==> src/hw/rtl/llc_pkg.sv <==
// shared types, constants and helpers for the local link cost block
package llc_pkg;

    localparam int PixW   = 24;
    localparam int ChanW  = 8;
    localparam int CostW  = 12;
    localparam int SumW   = 20;
    localparam int RadW   = 26;
    localparam int RootW  = 13;
    localparam int RemW   = 18;
    localparam int NDir   = 8;
    localparam int RootSteps = RadW / 2;

    // lane sequencing strobes
    typedef struct packed {
        logic acc;
        logic first;
        logic load;
        logic step;
    } t_lane_ctl;

    typedef logic [PixW-1:0] t_pix;

    // channel select: 0 red, 1 green, 2 blue
    function automatic logic [ChanW-1:0] f_chan(input t_pix px, input logic [1:0] ch);
        logic [ChanW-1:0] v;
        case (ch)
            2'd0: v = px[23:16];
            2'd1: v = px[15:8];
            default: v = px[7:0];
        endcase
        return v;
    endfunction

endpackage

==> src/hw/rtl/llc_lane.sv <==
// one direction lane: channel-serial sum of squares, then bit-serial root of T/3
module llc_lane (
    input  logic                    i_clk,
    input  llc_pkg::t_lane_ctl      i_ctl,
    input  logic                    i_diag,
    input  logic [7:0]              i_a1,
    input  logic [7:0]              i_a2,
    input  logic [7:0]              i_b1,
    input  logic [7:0]              i_b2,
    output logic [11:0]             o_root
);
    import llc_pkg::*;

    logic signed [17:0]  w_s;
    logic [17:0]         w_sq;
    logic [SumW-1:0]     r_sum;
    logic [RadW-1:0]     r_t;
    logic [RootW-1:0]    r_r;
    logic [RemW-1:0]     r_e;
    logic [RemW-1:0]     w_e4;
    logic [RemW-1:0]     w_trial;

    // signed channel difference, widened so its square fits
    assign w_s  = 18'($signed({2'b00, i_a1}) + $signed({2'b00, i_a2})
                - $signed({2'b00, i_b1}) - $signed({2'b00, i_b2}));
    assign w_sq = 18'(w_s * w_s);

    // next radicand digit and trial value 12r+3
    assign w_e4    = {r_e[RemW-3:0], r_t[RadW-1:RadW-2]};
    assign w_trial = RemW'({r_r, 3'b000} + {r_r, 2'b00}) + RemW'(3);

    always_ff @(posedge i_clk) begin
        if (i_ctl.acc) begin
            r_sum <= i_ctl.first ? SumW'(w_sq) : r_sum + SumW'(w_sq);
        end
        if (i_ctl.load) begin
            r_t <= i_diag ? RadW'({r_sum, 7'b0}) : RadW'({r_sum, 4'b0});
            r_r <= '0;
            r_e <= '0;
        end else if (i_ctl.step) begin
            r_t <= {r_t[RadW-3:0], 2'b00};
            if (w_e4 >= w_trial) begin
                r_e <= w_e4 - w_trial;
                r_r <= {r_r[RootW-2:0], 1'b1};
            end else begin
                r_e <= w_e4;
                r_r <= {r_r[RootW-2:0], 1'b0};
            end
        end
    end

    assign o_root = r_r[CostW-1:0];

endmodule

==> src/hw/rtl/livewire_local_link_cost.sv <==
// top level: column window, job sequencer, eight cost lanes and result register
// Each column word is taken when the block is idle. A result is made by channel-serial
// squaring of the three channels, one load and 13 steps of the bit-serial square root
// run in each of the eight direction lanes, then a transfer into the output register
// once it is free. A column that ends a row after earlier columns makes two results and
// holds the input for both. The first column of a row makes no result unless it also
// ends the row. The output register holds a finished result while the next job runs.
module livewire_local_link_cost (
    input  logic        i_clk,
    input  logic        i_rst_n,
    input  logic        i_valid,
    output logic        o_stall,
    input  logic [7:0]  i_top_red,
    input  logic [7:0]  i_top_green,
    input  logic [7:0]  i_top_blue,
    input  logic [7:0]  i_mid_red,
    input  logic [7:0]  i_mid_green,
    input  logic [7:0]  i_mid_blue,
    input  logic [7:0]  i_bot_red,
    input  logic [7:0]  i_bot_green,
    input  logic [7:0]  i_bot_blue,
    input  logic        i_has_above,
    input  logic        i_has_below,
    input  logic        i_row_end,
    output logic        o_valid,
    input  logic        i_stall,
    output logic [11:0] o_cost_dir0,
    output logic [11:0] o_cost_dir1,
    output logic [11:0] o_cost_dir2,
    output logic [11:0] o_cost_dir3,
    output logic [11:0] o_cost_dir4,
    output logic [11:0] o_cost_dir5,
    output logic [11:0] o_cost_dir6,
    output logic [11:0] o_cost_dir7,
    output logic [7:0]  o_valid_mask,
    output logic [11:0] o_max_cost,
    output logic        o_row_last
);
    import llc_pkg::*;

    localparam logic [1:0] S_IDLE = 2'd0;
    localparam logic [1:0] S_SQ   = 2'd1;
    localparam logic [1:0] S_RT   = 2'd2;
    localparam logic [1:0] S_OUT  = 2'd3;

    logic [1:0]  r_state;
    logic [3:0]  r_cnt;
    logic [1:0]  r_held;
    t_pix        r_win_l [3];
    t_pix        r_win_c [3];
    logic [1:0]  r_win_fl;
    // job operands
    t_pix        r_lc [3];
    t_pix        r_cc [3];
    t_pix        r_rc [3];
    logic        r_hl, r_hr, r_last, r_two;
    logic [1:0]  r_fl, r_fl2;
    // result register
    logic        r_ov;
    logic [CostW-1:0] r_cost [NDir];
    logic [7:0]  r_mask;
    logic [CostW-1:0] r_max;
    logic        r_rlast;

    t_pix        w_col [3];
    logic        w_acc_in, w_take;
    t_lane_ctl   w_ctl;
    logic [1:0]  w_ch;
    logic [7:0]  w_a1 [NDir];
    logic [7:0]  w_a2 [NDir];
    logic [7:0]  w_b1 [NDir];
    logic [7:0]  w_b2 [NDir];
    logic [CostW-1:0] w_root [NDir];
    logic [7:0]  w_mask;
    logic [CostW-1:0] w_cost [NDir];
    logic [CostW-1:0] w_max;
    logic        w_ha, w_hb;

    assign w_col[0] = {i_top_red, i_top_green, i_top_blue};
    assign w_col[1] = {i_mid_red, i_mid_green, i_mid_blue};
    assign w_col[2] = {i_bot_red, i_bot_green, i_bot_blue};

    assign o_stall  = (r_state != S_IDLE);
    assign w_acc_in = i_valid && (r_state == S_IDLE);
    assign w_take   = (r_state == S_OUT) && (!r_ov || !i_stall);
    assign w_ch     = r_cnt[1:0];

    // lane strobes
    always_comb begin
        w_ctl.acc   = (r_state == S_SQ);
        w_ctl.first = (r_state == S_SQ) && (r_cnt == 4'd0);
        w_ctl.load  = (r_state == S_RT) && (r_cnt == 4'd0);
        w_ctl.step  = (r_state == S_RT) && (r_cnt != 4'd0);
    end

    // per direction channel operands
    always_comb begin
        for (int d = 0; d < NDir; d++) begin
            w_a2[d] = '0;
            w_b2[d] = '0;
        end
        w_a1[0] = f_chan(r_lc[1], w_ch); w_b1[0] = f_chan(r_cc[0], w_ch);
        w_a1[1] = f_chan(r_lc[0], w_ch); w_a2[1] = f_chan(r_cc[0], w_ch);
        w_b1[1] = f_chan(r_lc[2], w_ch); w_b2[1] = f_chan(r_cc[2], w_ch);
        w_a1[2] = f_chan(r_lc[1], w_ch); w_b1[2] = f_chan(r_cc[2], w_ch);
        w_a1[3] = f_chan(r_lc[2], w_ch); w_a2[3] = f_chan(r_lc[1], w_ch);
        w_b1[3] = f_chan(r_rc[2], w_ch); w_b2[3] = f_chan(r_rc[1], w_ch);
        w_a1[4] = f_chan(r_rc[1], w_ch); w_b1[4] = f_chan(r_cc[2], w_ch);
        w_a1[5] = f_chan(r_rc[0], w_ch); w_a2[5] = f_chan(r_cc[0], w_ch);
        w_b1[5] = f_chan(r_rc[2], w_ch); w_b2[5] = f_chan(r_cc[2], w_ch);
        w_a1[6] = f_chan(r_rc[1], w_ch); w_b1[6] = f_chan(r_cc[0], w_ch);
        w_a1[7] = f_chan(r_lc[0], w_ch); w_a2[7] = f_chan(r_lc[1], w_ch);
        w_b1[7] = f_chan(r_rc[0], w_ch); w_b2[7] = f_chan(r_rc[1], w_ch);
    end

    // cost lanes, even directions are diagonal
    for (genvar g = 0; g < NDir; g++) begin : g_lane
        llc_lane u_lane (
            .i_clk  (i_clk),
            .i_ctl  (w_ctl),
            .i_diag ((g % 2) == 0),
            .i_a1   (w_a1[g]),
            .i_a2   (w_a2[g]),
            .i_b1   (w_b1[g]),
            .i_b2   (w_b2[g]),
            .o_root (w_root[g])
        );
    end

    // direction validity, masked costs and maximum
    always_comb begin
        w_ha = r_fl[0];
        w_hb = r_fl[1];
        w_mask[0] = r_hl && w_ha;
        w_mask[1] = r_hl && w_ha && w_hb;
        w_mask[2] = r_hl && w_hb;
        w_mask[3] = r_hl && r_hr && w_hb;
        w_mask[4] = r_hr && w_hb;
        w_mask[5] = r_hr && w_ha && w_hb;
        w_mask[6] = r_hr && w_ha;
        w_mask[7] = r_hl && r_hr && w_ha;
        w_max = '0;
        for (int d = 0; d < NDir; d++) begin
            w_cost[d] = w_mask[d] ? w_root[d] : '0;
            if (w_cost[d] > w_max) w_max = w_cost[d];
        end
    end

    // sequencer and window
    always_ff @(posedge i_clk) begin
        if (!i_rst_n) begin
            r_state  <= S_IDLE;
            r_cnt    <= '0;
            r_held   <= '0;
            r_win_fl <= '0;
            r_two    <= 1'b0;
            r_ov     <= 1'b0;
            for (int k = 0; k < 3; k++) begin
                r_win_l[k] <= '0;
                r_win_c[k] <= '0;
            end
        end else begin
            // output word valid: set on a new result, cleared when taken
            if (w_take) r_ov <= 1'b1;
            else if (o_valid && !i_stall) r_ov <= 1'b0;
            case (r_state)
                S_IDLE: begin
                    if (w_acc_in) begin
                        r_cnt <= '0;
                        if (r_held == 2'd0) begin
                            for (int k = 0; k < 3; k++) begin
                                r_lc[k] <= '0;
                                r_cc[k] <= w_col[k];
                                r_rc[k] <= '0;
                            end
                            r_hl   <= 1'b0;
                            r_hr   <= 1'b0;
                            r_fl   <= {i_has_below, i_has_above};
                            r_last <= 1'b1;
                            r_two  <= 1'b0;
                            if (i_row_end) r_state <= S_SQ;
                        end else begin
                            for (int k = 0; k < 3; k++) begin
                                r_lc[k] <= r_win_l[k];
                                r_cc[k] <= r_win_c[k];
                                r_rc[k] <= w_col[k];
                            end
                            r_hl    <= (r_held == 2'd2);
                            r_hr    <= 1'b1;
                            r_fl    <= r_win_fl;
                            r_last  <= 1'b0;
                            r_two   <= i_row_end;
                            r_fl2   <= {i_has_below, i_has_above};
                            r_state <= S_SQ;
                        end
                        for (int k = 0; k < 3; k++) begin
                            r_win_l[k] <= r_win_c[k];
                            r_win_c[k] <= w_col[k];
                        end
                        r_win_fl <= {i_has_below, i_has_above};
                        if (i_row_end) r_held <= '0;
                        else if (r_held != 2'd2) r_held <= r_held + 2'd1;
                    end
                end
                S_SQ: begin
                    if (r_cnt == 4'd2) begin
                        r_cnt   <= '0;
                        r_state <= S_RT;
                    end else begin
                        r_cnt <= r_cnt + 4'd1;
                    end
                end
                S_RT: begin
                    if (r_cnt == 4'(RootSteps)) begin
                        r_cnt   <= '0;
                        r_state <= S_OUT;
                    end else begin
                        r_cnt <= r_cnt + 4'd1;
                    end
                end
                S_OUT: begin
                    if (w_take) begin
                        if (r_two) begin
                            // second result of a row end: shift the job one column left
                            for (int k = 0; k < 3; k++) begin
                                r_lc[k] <= r_cc[k];
                                r_cc[k] <= r_rc[k];
                                r_rc[k] <= '0;
                            end
                            r_hl    <= 1'b1;
                            r_hr    <= 1'b0;
                            r_fl    <= r_fl2;
                            r_last  <= 1'b1;
                            r_two   <= 1'b0;
                            r_state <= S_SQ;
                        end else begin
                            r_state <= S_IDLE;
                        end
                    end
                end
                default: r_state <= S_IDLE;
            endcase
        end
    end

    // result payload
    always_ff @(posedge i_clk) begin
        if (w_take) begin
            for (int d = 0; d < NDir; d++) r_cost[d] <= w_cost[d];
            r_mask  <= w_mask;
            r_max   <= w_max;
            r_rlast <= r_last;
        end
    end

    assign o_valid      = r_ov;
    assign o_cost_dir0  = r_cost[0];
    assign o_cost_dir1  = r_cost[1];
    assign o_cost_dir2  = r_cost[2];
    assign o_cost_dir3  = r_cost[3];
    assign o_cost_dir4  = r_cost[4];
    assign o_cost_dir5  = r_cost[5];
    assign o_cost_dir6  = r_cost[6];
    assign o_cost_dir7  = r_cost[7];
    assign o_valid_mask = r_mask;
    assign o_max_cost   = r_max;
    assign o_row_last   = r_rlast;

endmodule

==> config.mk <==
export PLATFORM = sky130hd
export DESIGN_NAME = livewire_local_link_cost
export DESIGN_NICKNAME = d
export VERILOG_FILES = /design/src/hw/rtl/llc_pkg.sv /design/src/hw/rtl/llc_lane.sv /design/src/hw/rtl/livewire_local_link_cost.sv
export SDC_FILE = /design/constraint.sdc
export NUM_CORES = 2
export LEC_CHECK = 0
export BUFFER_PORTS_ARGS = -buffer_cell sky130_fd_sc_hd__buf_4
export CAP_MARGIN = 20
export CORE_ASPECT_RATIO = 1.4
export CORE_MARGIN = 4
export CORE_UTILIZATION = 55
export DETAILED_ROUTE_END_ITERATION = 6
export GPL_TIMING_DRIVEN = 0
export HOLD_SLACK_MARGIN = 0.05
export PLACE_DENSITY = 0.72
export SLEW_MARGIN = 20
export SYNTH_ARGS = -nofsm -noshare
export SYNTH_HDL_FRONTEND = slang
export SYNTH_SLANG_ARGS = --single-unit
==> constraint.sdc <==
create_clock -name i_clk -period 35.2 [get_ports i_clk]
set_input_delay 7.04 -clock i_clk [delete_from_list [all_inputs] [get_ports i_clk]]
set_output_delay 7.04 -clock i_clk [all_outputs]
set_load 0.05 [all_outputs]
==> results.json <==
{
  "clockBufferDepth": 3,
  "clk_latency_ns": 0.75,
  "reg2reg_depth": 75,
  "drt_wl_total_um": 223000,
  "synth-main-ff-cell": "edfxtp_1",
  "hold_path.class": "reg2reg",
  "worstSetupStartpointType": "flip-flop",
  "ys_seq_elements": 1048,
  "core_um2": 161000,
  "hold_depth": 2,
  "drt_iter0_drc": 3415,
  "grt_pass1_vias": 67926,
  "syn_nets": 10743,
  "drv_slew": 0,
  "r2r_end": "o_max_cost[3]$_DFFE_PP_",
  "worst_r2r_startpoint": "r_fl[0]$_DFFE_PP_",
  "yosysWarnings": 0,
  "synth_top_area_share_pct": 26.8,
  "grt_pass1_wl_um": 354000,
  "layout_common_cells": "inv_1 (1661), ha_1 (1000), edfxtp_1 (796)",
  "rrSetupSlack_ns": 16.45,
  "fp.dieH_um": 485,
  "synth_edf_count": 796,
  "place_congestion": 0.942,
  "worst-setup-path-type": "reg2reg",
  "final-setup-viol-count": 0,
  "worst_path_max_delay_cell": "edfxtp_1",
  "area_growth_pct": 9.20,
  "initial_utilization_pct": 55.5,
  "grt_max_degree": 57,
  "drc": 0,
  "clockRootBuffer": "clkbuf_16",
  "cp_common_cell": "a21oi_1",
  "finalSetupTns_ns": 0,
  "seq_area_frac_synth_pct": 32.4,
  "cts_tree": "yes",
  "crit_path_end_kind": "flip-flop",
  "synth_top_cell_by_area": "edfxtp_1",
  "layout_commonest_cell": "inv_1",
  "ys_types": 71,
  "hold_buffers": 0,
  "fin_nets": 11078,
  "cap_violations": 0,
  "required_ns": 35.67,
  "avgSynthCellArea_um2": 9.90,
  "grt_overflow": 0,
  "max_slew_margin_pct": 19.2,
  "avgViaCountPerCell": 5.54,
  "slowest_delay_ns": 0.59,
  "clk_pin_slew_worst_paths_ns": 0.06,
  "min_from": "g_lane[5].u_lane.r_t[22]$_DFFE_PP_",
  "grt_use_total_pct": 26.4,
  "status": "complete, no violations",
  "clock_sinks": 1048,
  "layout_worst_path_cycle_share_pct": 53.3,
  "cts_inserted_buffers": 107,
  "cts_htree_levels": 3,
  "rsz0062_at_grt": "false",
  "ant_nets": 0,
  "antenna_found_initial": 8,
  "arrival_ns": 19.22,
  "row_count": 174,
  "die_x_um": 348,
  "synth_area_um2": 89300,
  "path_max_fanout": 10,
  "dpl.hpwl_um": 182000,
  "pin_count": 198,
  "cts_setup_buffers": 0,
  "min_to": "g_lane[5].u_lane.r_t[24]$_SDFFE_PP0P_",
  "multi_input_area_um2": 53100,
  "hold_violations": 0,
  "fin_crit_ns": 18.75,
  "fillCellCount": 13337,
  "finClkSkew_ns": 0.0405,
  "drt-wirelength-per-cell_um": 19.3,
  "drive_gt1_share_pct": 6.36,
  "worst_slew_pin_slew_ns": 1.20,
  "netlist_instances": 9014,
  "dieArea_um2": 169000,
  "synth_async_sr_flop_share_pct": 0,
  "synth_area_leaders": "edfxtp_1 (27%), fa_1 (15%), ha_1 (14%), inv_1 (7.0%), dfxtp_1 (5.7%)",
  "portBuffers": 197,
  "dr.pass1.iters": 6,
  "route.vias.total": 63987,
  "clock.fmax_mhz": 53.3,
  "regArea_um2": 28900,
  "cts.repair.resized": 0
}
[state kept, by name (all words and copies together), names as in the netlist, 8 cells and up]
register,cells
g_lane.u_lane.r_e,128
g_lane.u_lane.r_r,104
g_lane.u_lane.r_sum,156
g_lane.u_lane.r_t,164
o_max_cost,12
o_valid_mask,8
r_cc,72
r_cost,96
r_lc,72
r_rc,72
r_win_c,72
r_win_l,72
[metrics by stage]
step / utilization, % / hold slack [ns] / setup slack [ns] / area [um^2] / instances
3_5_place_dp: 58.4 / 0.420 / 16.52 / 94000 / 11350
4_1_cts: 60.6 / 0.459 / 16.48 / 97400 / 11546
5_1_grt: 60.6 / 0.477 / 15.11 / 97500 / 11548
3_3_place_gp: 58.0 / 0.406 / 9.68 / 93400 / 11323
2_1_floorplan: - / 0.400 / 15.19 / 89300 / 9014
6_report: 60.6 / 0.455 / 16.45 / 97500 / 11552
[final cells by class]
class,count,share of cell area (%)
clock inverters,73,0.721
well taps,2112,2.71
diodes,4,0.0103
repair buffers,226,2.04
inverters,1672,6.44
clock buffers,123,2.85
plain buffers,272,1.08
flip-flops and latches,1048,29.7
multi-input cells,6022,54.4
[worst max-delay path: cells and delay by family, from the launching register on]
family	cells	cell delay (ns)
adder cells (fa/ha/maj)	7	2.21
flip-flops	1	0.59
buffers and inverters	14	4.47
AO/OA/AOI/OAI	33	7.53
multiplexers	3	1.11
AND/OR/NAND/NOR	18	2.53
[per-layer routing]
metal	track usage [%]	part of all wire, %	vias up
met1	28.3	37	30962
met5	0	0.0063	-
li1	-	-	30783
met4	17.3	7.8	2
met2	49.0	52	1607
met3	2.88	4.1	633
[worst max path at each step]
stage	startpoint	endpoint	slack [ns]	cells after the start
6_report	r_fl[0]$_DFFE_PP_	o_max_cost[3]$_DFFE_PP_	16.45	75
5_1_grt	r_fl[0]$_DFFE_PP_	o_max_cost[3]$_DFFE_PP_	15.11	76
4_1_cts	r_fl[0]$_DFFE_PP_	o_max_cost[3]$_DFFE_PP_	16.48	74
3_5_place_dp	r_fl[0]$_DFFE_PP_	o_max_cost[3]$_DFFE_PP_	16.52	74
3_3_place_gp	i_stall	r_cc[0][26]$_DFFE_PP_	9.68	7
2_1_floorplan	i_stall	r_cc[0][0]$_DFFE_PP_	15.19	6
[cells by family after synthesis]
logic type / share of synthesized area [%]
AOI/OAI and AO/OA: 12.7
xor gates and xnor gates: 5.91
adders and majority gates: 28.6
buffers and inverters: 8.19
DFF: 32.4
muxes: 3.73
and+or+nand+nor: 8.40
[Yosys cell counts, types with 249 or more instances]
| master | instances |
|---|---|
| a21oi_1 | 697 |
| edfxtp_1 | 796 |
| nor2_1 | 544 |
| and2_1 | 289 |
| nand2_1 | 478 |
| xnor2_1 | 446 |
| inv_1 | 1661 |
| fa_1 | 648 |
| dfxtp_1 | 252 |
| o21bai_1 | 308 |
| ha_1 | 1002 |
| clkbuf_1 | 249 |
Power is left out: the tool's default activity adds up to more than one toggle a clock period on the data nets, which glitch-free logic cannot reach.
